File: config.mk
export PLATFORM = sky130hd
export DESIGN_NAME = tick_priority_scheduler_semaphores
export DESIGN_NICKNAME = d
export VERILOG_FILES = /design/src/rtl/tps_pkg.sv /design/src/rtl/tps_scan.sv /design/src/rtl/tick_priority_scheduler_semaphores.sv
export SDC_FILE = /design/constraint.sdc
export NUM_CORES = 1
export LEC_CHECK = 0
export BUFFER_PORTS_ARGS = -buffer_cell sky130_fd_sc_hd__buf_2
export CORE_MARGIN = 3
export CORE_UTILIZATION = 58
export CTS_CLUSTER_DIAMETER = 80
export DETAILED_ROUTE_END_ITERATION = 6
export PLACE_DENSITY = 0.89
export SLEW_MARGIN = 20
export SYNTH_ARGS = -nofsm -noshare
export SYNTH_HDL_FRONTEND = slang
export SYNTH_HIERARCHICAL = 1
export SYNTH_SLANG_ARGS = --single-unit
File: constraint.sdc
create_clock -name clk -period 6 [get_ports clk]
set_input_delay 1.8 -clock clk [delete_from_list [all_inputs] [get_ports clk]]
set_output_delay 1.8 -clock clk [all_outputs]
set_load 0.1 [all_outputs]
File: src/rtl/tps_pkg.sv
// shared types and constants for the tick priority scheduler
package tps_pkg;
    localparam logic [2:0] FUNC_TICK  = 3'd0;
    localparam logic [2:0] FUNC_SCHED = 3'd1;
    localparam logic [2:0] FUNC_SLEEP = 3'd2;
    localparam logic [2:0] FUNC_P     = 3'd3;
    localparam logic [2:0] FUNC_V     = 3'd4;

    // result of one pass of the scan unit
    typedef struct packed {
        logic       found;
        logic [1:0] who;
    } scan_res_t;
endpackage

File: src/rtl/tps_scan.sv
// shared compare unit: walks the tasks one a cycle and keeps the best
module tps_scan #(
    parameter int NUM_TASKS = 4
) (
    input  logic                clk,
    input  logic                rst_n,
    input  logic                go,
    input  logic [4*8-1:0]      ticks,
    input  logic [3:0]          eligible,
    output logic                done,
    output tps_pkg::scan_res_t  res
);
    logic       run_reg;
    logic [1:0] idx_reg;
    logic [7:0] best_reg;
    logic       found_reg;
    logic [1:0] who_reg;
    logic [7:0] cand;
    logic       better;

    // one compare per cycle
    assign cand   = ticks[idx_reg*8 +: 8];
    assign better = eligible[idx_reg] && (cand > best_reg);

    always_ff @(posedge clk or negedge rst_n)
    begin
        if (!rst_n)
        begin
            run_reg   <= 1'b0;
            idx_reg   <= '0;
            best_reg  <= '0;
            found_reg <= 1'b0;
            who_reg   <= '0;
            done      <= 1'b0;
        end
        else
        begin
            done <= 1'b0;
            if (go)
            begin
                run_reg   <= 1'b1;
                idx_reg   <= '0;
                best_reg  <= '0;
                found_reg <= 1'b0;
            end
            else if (run_reg)
            begin
                if (better)
                begin
                    best_reg  <= cand;
                    who_reg   <= idx_reg;
                    found_reg <= 1'b1;
                end
                if (idx_reg == 2'(NUM_TASKS - 1))
                begin
                    run_reg <= 1'b0;
                    done    <= 1'b1;
                end
                else
                begin
                    idx_reg <= idx_reg + 2'd1;
                end
            end
        end
    end

    assign res.found = found_reg;
    assign res.who   = who_reg;
endmodule

File: src/rtl/tick_priority_scheduler_semaphores.sv
// Scheduler with counting semaphores. An item is accepted when start is high
// and busy low; its result appears for one cycle with done. Tick, schedule,
// sleep and a blocking P go from S_OP to S_SCAN1 and then to S_OUT, which
// raises done; when no eligible task has ticks, a refill forces a second walk
// in S_SCAN2 first. The shared scan unit, started by a one-cycle go pulse,
// walks the tasks one per cycle. Non-blocking P, V and unused codes go from
// S_OP straight to S_OUT. busy drops with done, so the next item can be
// accepted while done is high. The receiver cannot stall results.
module tick_priority_scheduler_semaphores #(
    parameter int NUM_TASKS = 4,
    parameter int NUM_SEMS  = 4
) (
    input  logic              clk,
    input  logic              rst_n,
    input  logic              start,
    output logic              busy,
    input  logic [2:0]        func,
    input  logic [15:0]       sleep_ms,
    input  logic [1:0]        sem_index,
    input  logic              cfg_we,
    input  logic [2:0]        cfg_index,
    input  logic [7:0]        cfg_data,
    output logic              done,
    output logic [1:0]        running_task,
    output logic              none_ready,
    output logic              caller_blocked,
    output logic              woke_valid,
    output logic [1:0]        woken_task,
    output logic signed [7:0] sem_count_after
);
    typedef enum logic [2:0] {S_IDLE, S_OP, S_SCAN1, S_SCAN2, S_OUT} state_t;

    state_t            state_reg;
    logic [7:0]        prio_reg  [4];
    logic [7:0]        ticks_reg [4];
    logic [12:0]       sleep_reg [4];
    logic [3:0]        wait_reg;
    logic [1:0]        cur_reg;
    logic signed [7:0] cnt_reg   [4];
    logic [1:0]        ring_mem  [16];
    logic [1:0]        head_reg  [4];
    logic [1:0]        tail_reg  [4];
    logic [2:0]        func_reg;
    logic [15:0]       ms_reg;
    logic [1:0]        sem_reg;
    logic              go;
    logic              scan_done;
    tps_pkg::scan_res_t scan_res;
    logic [4*8-1:0]    ticks_flat;
    logic [3:0]        elig;
    logic [12:0]       div10;
    logic [31:0]       mul_prod;
    logic signed [7:0] cnt_cur;
    logic signed [7:0] cnt_dec;
    logic signed [7:0] cnt_inc;
    logic [1:0]        head_nx;
    logic [1:0]        tail_nx;
    logic [1:0]        ring_rd;

    // flatten tick counts and eligibility for the scan unit
    always_comb
    begin
        for (int t = 0; t < 4; t++)
        begin
            ticks_flat[t*8 +: 8] = ticks_reg[t];
            elig[t] = (t < NUM_TASKS) && (sleep_reg[t] == 13'd0) && !wait_reg[t];
        end
    end

    // ms / 10 as multiply by reciprocal
    assign mul_prod = 32'(ms_reg) * 32'd52429;
    assign div10    = mul_prod[31:19];

    assign cnt_cur = cnt_reg[sem_reg];
    assign cnt_dec = (cnt_cur == -8'sd128) ? cnt_cur : cnt_cur - 8'sd1;
    assign cnt_inc = (cnt_cur == 8'sd127) ? cnt_cur : cnt_cur + 8'sd1;
    assign head_nx = (head_reg[sem_reg] == 2'(NUM_TASKS - 1)) ? 2'd0
                                                              : head_reg[sem_reg] + 2'd1;
    assign tail_nx = (tail_reg[sem_reg] == 2'(NUM_TASKS - 1)) ? 2'd0
                                                              : tail_reg[sem_reg] + 2'd1;
    assign ring_rd = ring_mem[{sem_reg, tail_reg[sem_reg]}];
    assign busy    = (state_reg != S_IDLE);

    tps_scan #(.NUM_TASKS(NUM_TASKS)) u_scan (
        .clk      (clk),
        .rst_n    (rst_n),
        .go       (go),
        .ticks    (ticks_flat),
        .eligible (elig),
        .done     (scan_done),
        .res      (scan_res)
    );

    // ring storage, no reset
    always_ff @(posedge clk)
    begin
        if (state_reg == S_OP && func_reg == tps_pkg::FUNC_P
            && 32'(sem_reg) < NUM_SEMS && cnt_dec < 0)
        begin
            ring_mem[{sem_reg, head_reg[sem_reg]}] <= cur_reg;
        end
    end

    // sequencer and task state
    always_ff @(posedge clk or negedge rst_n)
    begin
        if (!rst_n)
        begin
            state_reg       <= S_IDLE;
            prio_reg[0]     <= 8'd15;
            prio_reg[1]     <= 8'd5;
            prio_reg[2]     <= 8'd5;
            prio_reg[3]     <= 8'd5;
            for (int i = 0; i < 4; i++)
            begin
                ticks_reg[i] <= '0;
                sleep_reg[i] <= '0;
                cnt_reg[i]   <= 8'sd1;
                head_reg[i]  <= '0;
                tail_reg[i]  <= '0;
            end
            wait_reg        <= '0;
            cur_reg         <= '0;
            go              <= 1'b0;
            done            <= 1'b0;
            running_task    <= '0;
            none_ready      <= 1'b0;
            caller_blocked  <= 1'b0;
            woke_valid      <= 1'b0;
            woken_task      <= '0;
            sem_count_after <= '0;
            func_reg        <= '0;
            ms_reg          <= '0;
            sem_reg         <= '0;
        end
        else
        begin
            go   <= 1'b0;
            done <= 1'b0;
            if (cfg_we)
            begin
                if (cfg_index[2])
                    cnt_reg[cfg_index[1:0]] <= signed'({1'b0, cfg_data[6:0]});
                else
                    prio_reg[cfg_index[1:0]] <= cfg_data;
            end
            case (state_reg)
                S_IDLE:
                begin
                    if (start)
                    begin
                        func_reg        <= func;
                        ms_reg          <= sleep_ms;
                        sem_reg         <= sem_index;
                        none_ready      <= 1'b0;
                        caller_blocked  <= 1'b0;
                        woke_valid      <= 1'b0;
                        woken_task      <= '0;
                        sem_count_after <= '0;
                        state_reg       <= S_OP;
                    end
                end
                S_OP:
                begin
                    state_reg <= S_OUT;
                    case (func_reg)
                        tps_pkg::FUNC_TICK:
                        begin
                            for (int i = 0; i < 4; i++)
                                if (sleep_reg[i] != 13'd0)
                                    sleep_reg[i] <= sleep_reg[i] - 13'd1;
                            if (ticks_reg[cur_reg] != 8'd0)
                                ticks_reg[cur_reg] <= ticks_reg[cur_reg] - 8'd1;
                            go        <= 1'b1;
                            state_reg <= S_SCAN1;
                        end
                        tps_pkg::FUNC_SCHED:
                        begin
                            go        <= 1'b1;
                            state_reg <= S_SCAN1;
                        end
                        tps_pkg::FUNC_SLEEP:
                        begin
                            sleep_reg[cur_reg] <= div10;
                            go                 <= 1'b1;
                            state_reg          <= S_SCAN1;
                        end
                        tps_pkg::FUNC_P:
                        begin
                            if (32'(sem_reg) < NUM_SEMS)
                            begin
                                cnt_reg[sem_reg]  <= cnt_dec;
                                sem_count_after   <= cnt_dec;
                                if (cnt_dec < 0)
                                begin
                                    wait_reg[cur_reg] <= 1'b1;
                                    head_reg[sem_reg] <= head_nx;
                                    caller_blocked    <= 1'b1;
                                    go                <= 1'b1;
                                    state_reg         <= S_SCAN1;
                                end
                            end
                        end
                        tps_pkg::FUNC_V:
                        begin
                            if (32'(sem_reg) < NUM_SEMS)
                            begin
                                cnt_reg[sem_reg] <= cnt_inc;
                                sem_count_after  <= cnt_inc;
                                if (cnt_inc <= 0)
                                begin
                                    if (32'(ring_rd) < NUM_TASKS)
                                        wait_reg[ring_rd] <= 1'b0;
                                    tail_reg[sem_reg] <= tail_nx;
                                    woke_valid        <= 1'b1;
                                    woken_task        <= ring_rd;
                                end
                            end
                        end
                        default:
                        begin
                            state_reg <= S_OUT;
                        end
                    endcase
                end
                S_SCAN1:
                begin
                    if (scan_done)
                    begin
                        if (scan_res.found)
                        begin
                            cur_reg   <= scan_res.who;
                            state_reg <= S_OUT;
                        end
                        else
                        begin
                            // refill every task and walk again
                            for (int i = 0; i < 4; i++)
                                if (i < NUM_TASKS)
                                    ticks_reg[i] <= prio_reg[i];
                            go        <= 1'b1;
                            state_reg <= S_SCAN2;
                        end
                    end
                end
                S_SCAN2:
                begin
                    if (scan_done)
                    begin
                        if (scan_res.found)
                            cur_reg <= scan_res.who;
                        else
                            none_ready <= 1'b1;
                        state_reg <= S_OUT;
                    end
                end
                S_OUT:
                begin
                    running_task <= cur_reg;
                    done         <= 1'b1;
                    state_reg    <= S_IDLE;
                end
                default:
                begin
                    state_reg <= S_IDLE;
                end
            endcase
        end
    end
endmodule

==> flow_summary_export.csv, run 1 <==
group,metric,value,unit
global_route,overflow,0,
setup_path,critPathTopFamily,"adder cells",
global_route,groute.usage.overall,28.6,%
worst_hold_path,hold_start,"tail_reg[4]",
setup_path,crit_chain,"ha_1, inv_1, fa_1, inv_1, fa_1, fa_1, fa_1, inv_1, fa_1, inv_1, ha_4, nand4_1, o22a_1, nor3b_2, o21ai_2, buf_4, a21oi_4, o21bai_2, mux2i_4, o21ai_0",
timing,timing.fmax,173,MHz
setup_path,crit_top_cell,"fa_1",
setup_path,path_buf_inv,5,
global_route,grt_max_degree,142,
synthesis,ys_ff_latch,258,
setup_path,cp-end-kind,"flop",
synthesis,synthArstFlopShare,87.6,%
global_route,antenna_found_initial,0,
setup_path,crit_path_start_kind,"flop",
timing,relSlewSlack,26.5,%
final_layout,drive_gt1_share,15.0,%
setup_path,crit_required,6.41,ns
synthesis,netlist.area_leader.share,29.0,%
setup_path,worstSetupPathType,"flop to flop",
timing,hold_viol,0,
synthesis,yosys_warnings,6,
worst_hold_path,hp-class,"flop to flop",
synthesis,yosys-top-cells-area,"dfrtp_1, ha_1, fa_1",
setup_path,cp.arrival,6.18,ns
synthesis,synth_top_cell_by_area,"dfrtp_1",
synthesis,yosysSeqAreaShare,36.3,%
status,status,"finished, final reports clean",
routing,wl,47.8,mm
routing,num_vias,14600,
clock_tree,tritoncts.num_buffers,27,
routing,dr.pass1.iters,7,
timing,slew_viol_final,0,
routing,viasPerCell,6.36,
die,die_w,183,µm
routing,drc,0,
final_layout,final_cell_mix,"inv_1, dfrtp_1, nand2_1, ha_1, o21ai_0",
die,initial_utilization,59.2,%
timing,post-route-period-util,96.2,%
clock_tree,cts_tree,"yes",
synthesis,syn_area_per_cell,9.92,µm²
setup_path,r2r_cells,20,
placement,gp_congestion,0.980,
timing,finalSetupViolations,0,
setup_path,cp_max_fo,4,
timing,rsz0062_at_grt,"yes",
setup_path,reg2reg_slack,0.23,ns
clock_tree,ctsHoldBuffers,0,
clock_tree,htreeDepth,1,
worst_hold_path,whs_path_depth,1,
clock_tree,cts_buffer_depth,3,
clock_tree,root_buffer,"clkbuf_16",
final_layout,antenna_cells,0,
routing,post_drt_wl_per_cell,20.8,µm
synthesis,synth_edf_count,32,
synthesis,syn-cell-area,18300,µm²
setup_path,r2r_start,"ms_reg[7]",
setup_path,r2r-end,"sleep_reg[44]",
synthesis,synth-main-ff-cell,"dfrtp_1",
worst_hold_path,min_to,"tail_reg[4]",
flow_run,maxCapViolCount,0,
final_layout,largest_register_ffs,52,
synthesis,synthCells,1842,
die,io_pins,53,
timing,clock_skew,0.0287,ns
clock_tree,clkTransAtPathRegs,0.06,ns
setup_path,cpPeakStageDelay,0.54,ns
placement,dp_hpwl,35.3,mm
setup_path,cp_slowest_cell,"fa_1",
final_layout,final_util,64.9,%
final_layout,nets,2147,
routing,drtIter0Drc,1601,
die,core_region_area,30800,µm²
routing,ant_nets,0,
die,fp.dieArea,33700,µm²
final_layout,synthToLayoutAreaGrowth,9.53,%
clock_tree,clock_sinks,258,
die,rows,64,
synthesis,synth_nets,2108,
synthesis,post_synth_num_cell_types,82,
global_route,first_global_vias,15100,
global_route,grt_first_pass_wirelength,77.7,mm
timing,worst_slew_pin_slew,1.10,ns
die,die_h,183,µm
placement,port_buffers,52,
timing,period_minus_slack,5.77,ns
clock_tree,clk_latency,0.56,ns
final_layout,final_common_cell,"inv_1",
-- layout make-up --
type	instances	area, µm²
clock buffer	39	751
timing repair buffer	89	568
fill	2285	10800
sequential	258	6640
inverter	216	811
clock inverter	11	95.1
tap	396	495
multi-input combinational	1289	10600
-- cells in the mapped netlist, drive strengths merged, types with 4 or more instances --
cell,instances
inv,216
dfrtp,212
nand2,162
ha,151
o21ai,123
nor2,119
a21oi,96
fa,79
clkbuf,63
nor3,57
mux2,53
mux2i,47
mux4,38
edfxtp,32
nand2b,31
nand3,30
o22ai,28
and2,23
a31oi,17
nor4,17
xor2,17
buf,16
xnor2,16
a21o,15
dfstp,14
or3,13
and3,11
o21bai,10
or2,10
a211oi,8
a22oi,8
nand4,8
nor2b,8
nor3b,8
o211ai,8
o31ai,7
a2bb2oi,5
o21a,5
a32oi,4
o221ai,4
o22a,4
o32a,4
or4,4
-- layer usage --
metal  wire (µm)  global-route usage, %  up-vias
li1            -                      -     6511
met1       18600                   37.5     7139
met2       23100                   48.4      787
met3        4010                   4.25      176
met4        2110                   10.8        0
met5           0                      0        -
-- metrics by stage --
| stage | hold WS [ns] | TNS [ns] | instances | worst slack [ns] | cell area [µm²] |
|---|---|---|---|---|---|
| after global placement | 0.454 | 0 | 2244 | 0.0735 | 18900 |
| after global routing | 0.489 | -0.0574 | 2298 | -0.0191 | 20000 |
| after floorplan | 0.436 | 0 | 1842 | 0.329 | 18300 |
| final | 0.469 | 0 | 2298 | 0.227 | 20000 |
| after CTS | 0.470 | 0 | 2294 | 0.00224 | 19800 |
| after detailed placement | 0.458 | -1.86 | 2244 | -0.150 | 18900 |
-- what timing repair did --
item / CTS / global route
pin swaps: 0 / 10
setup buffers: 0 / 3
resized for setup: 3 / 30
setup endpoints to repair: 22 / 44
-- worst max path at each step --
| stage | startpoint | end | slack [ns] | cells after the start |
|---|---|---|---|---|
| 2_1_floorplan | ms_reg[6] | sleep_reg[12] | 0.33 | 19 |
| 3_3_place_gp | ms_reg[3] | sleep_reg[46] | 0.07 | 19 |
| 3_5_place_dp | ms_reg[3] | sleep_reg[44] | -0.15 | 19 |
| 4_1_cts | ms_reg[3] | sleep_reg[20] | 0.002 | 19 |
| 5_1_grt | ms_reg[5] | sleep_reg[12] | -0.02 | 18 |
| 6_report | ms_reg[7] | sleep_reg[44] | 0.23 | 20 |
-- logic make-up after synthesis --
kind of cell               share of synthesized area [%]
muxes                                               10.6
buffers and inverters                               6.40
xor gates and xnor gates                            1.58
DFF                                                 36.3
and+or+nand+nor                                     13.7
adders and majority gates                           19.0
AOI/OAI and AO/OA                                   12.5
Power of run 1 is left out: the tool's default activity adds up to more than one toggle a clock period on the data nets, which glitch-free logic cannot reach.
==> run 2, diff against run 1 <==
ABC_AREA = 1   (was default)
CORE_ASPECT_RATIO = 1.2   (was default)
==> flow_summary_export.csv, run 2 <==
group,metric,value,unit
placement,gp_congestion,0.982,
status,status,"finished, final reports clean",
timing,clock_skew,0.0321,ns
routing,post_drt_wl_per_cell,17.7,µm
die,io_pins,53,
timing,relSlewSlack,22.0,%
synthesis,synth_edf_count,32,
synthesis,ys_ff_latch,258,
final_layout,nets,3090,
clock_tree,tritoncts.num_buffers,30,
synthesis,yosys_warnings,6,
global_route,grt_first_pass_wirelength,95.1,mm
final_layout,fin_cells,3304,
routing,viasPerCell,5.85,
flow_run,maxCapViolCount,0,
global_route,grt_max_degree,125,
die,die_h,212,µm
synthesis,syn-cell-area,20500,µm²
routing,drtIter0Drc,1978,
timing,worst_slew_pin_slew,1.17,ns
synthesis,synth-main-ff-cell,"dfrtp_1",
clock_tree,cts_buffer_depth,3,
clock_tree,cts_tree,"yes",
die,die_w,178,µm
final_layout,final_common_cell,"nand2_1",
synthesis,synth_top_cell_by_area,"dfrtp_1",
timing,rsz0062_at_grt,"no",
final_layout,final_util,64.0,%
timing,slew_viol_final,0,
routing,num_vias,19300,
synthesis,syn_area_per_cell,7.30,µm²
setup_path,cp_max_fo,7,
clock_tree,clock_sinks,258,
clock_tree,cts_resized,0,
synthesis,synthArstFlopShare,87.6,%
final_layout,antenna_cells,0,
routing,ant_nets,0,
timing,finalSetupViolations,0,
final_layout,final_cell_mix,"nand2_1, inv_1, o21ai_0, nor2_1, dfrtp_1",
synthesis,synthCells,2810,
final_layout,drive_gt1_share,7.51,%
routing,drc,0,
global_route,first_global_vias,19000,
synthesis,netlist.area_leader.share,25.9,%
placement,dp.cells,3247,
die,core_region_area,34400,µm²
timing,hold_viol,0,
clock_tree,htreeDepth,1,
final_layout,largest_register_ffs,52,
routing,dr.pass1.iters,6,
clock_tree,clk_latency,0.59,ns
synthesis,yosysMostFrequentCell,"nand2_1",
synthesis,post_synth_num_cell_types,58,
clock_tree,ctsHoldBuffers,0,
timing,timing.fmax,174,MHz
setup_path,cp.arrival,6.22,ns
synthesis,synthTopCellsByCount,"nand2_1, inv_1, o21ai_0",
setup_path,worstSetupPathType,"flop to flop",
synthesis,synth_nets,3076,
synthesis,yosys-top-cells-area,"dfrtp_1, nand2_1, ha_1",
worst_hold_path,hp-class,"flop to flop",
placement,port_buffers,52,
die,fp.dieArea,37700,µm²
clock_tree,cts_setup_buffers,0,
global_route,overflow,0,
die,rows,74,
global_route,groute.usage.overall,31.2,%
clock_tree,root_buffer,"clkbuf_16",
timing,fin_setup_tns,0,ns
timing,period_minus_slack,5.75,ns
synthesis,yosysSeqAreaShare,32.3,%
setup_path,cp-end-kind,"flop",
setup_path,crit_required,6.47,ns
setup_path,crit_path_start_kind,"flop",
placement,dp_hpwl,43.5,mm
clock_tree,clkTransAtPathRegs,0.06,ns
final_layout,synthToLayoutAreaGrowth,7.54,%
routing,wl,58.5,mm
die,initial_utilization,59.5,%
timing,post-route-period-util,95.8,%
global_route,antenna_found_initial,0,
run 2: cell types whose count changed in the layout (fill, tap and decap cells not counted), moves of 27 or more:
cell	change
mux4_2	-38
o22ai_1	-27
o21ai_0	+153
nand3_1	+161
nor3_1	-42
nor2_1	+108
inv_1	+206
nand4_1	+27
a22oi_1	+30
mux2_2	-50
mux2i_1	-46
nand2b_1	-31
nand2_1	+597
run 2: kinds of logic after synthesis:
family          count (synthesis)  share of synthesized area [%]
simple gates                 1294                           26.6
buf+inv                       519                           10.1
fa+ha+maj                     230                           16.9
flops                         258                           32.3
compound gates                488                           13.1
xor+xnor                       21                          0.897
run 2: critical path: stages, from the launching register on:
cell and delay (ns):
dfrtp_1 0.47, ha_1 0.43, xor2_1 0.18, ha_1 0.32
fa_1 0.54, inv_1 0.05, fa_1 0.52, inv_1 0.05
fa_1 0.53, inv_1 0.06, fa_1 0.52, inv_1 0.04
ha_1 0.35, a21oi_1 0.19, inv_1 0.06, a31oi_1 0.27
o21ai_0 0.18, a21oi_1 0.31, nand2_1 0.09, nand2_1 0.14
nand3_1 0.08, a21boi_0 0.24
run 2: worst paths after layout:
path                             start            endpoint  slack (ns)  cells after the start
max                          ms_reg[4]       sleep_reg[48]        0.25                     21
min                        tail_reg[7]         tail_reg[7]        0.47                      2
max reg2reg                  ms_reg[4]       sleep_reg[48]        0.25                     21
min reg2reg                tail_reg[7]         tail_reg[7]        0.47                      2
max in group asynchronous        rst_n          ms_reg[14]        3.71                      2
min in group asynchronous        rst_n  u_scan/best_reg[7]        1.24                      1
run 2: layer usage:
layer | global-route usage [%] | share of wire (%) | vias to the layer above
li1 | - | - | 9058
met1 | 39.6 | 39 | 9080
met2 | 52.7 | 48 | 975
met3 | 5.00 | 8.4 | 200
met4 | 13.9 | 5.0 | 0
met5 | 0 | 0 | -
run 2: final cells by class:
cell class	instances	area (µm²)
fill	2935	12400
clock inverter	18	169
multi-input combinational	2033	11800
timing repair buffer	67	399
clock buffer	38	821
inverter	434	1630
tap	456	571
sequential	258	6630
run 2: stage by stage:
step | hold WS [ns] | setup slack [ns] | instance area [µm²]
detailed placement | 0.467 | 0.362 | 21000
finish | 0.474 | 0.255 | 22100
CTS | 0.482 | 0.321 | 22000
global route | 0.504 | 0.00227 | 22100
floorplan | 0.442 | 0.967 | 20500
global placement | 0.456 | 0.447 | 21000
Power of run 2 is left out for the same reason.
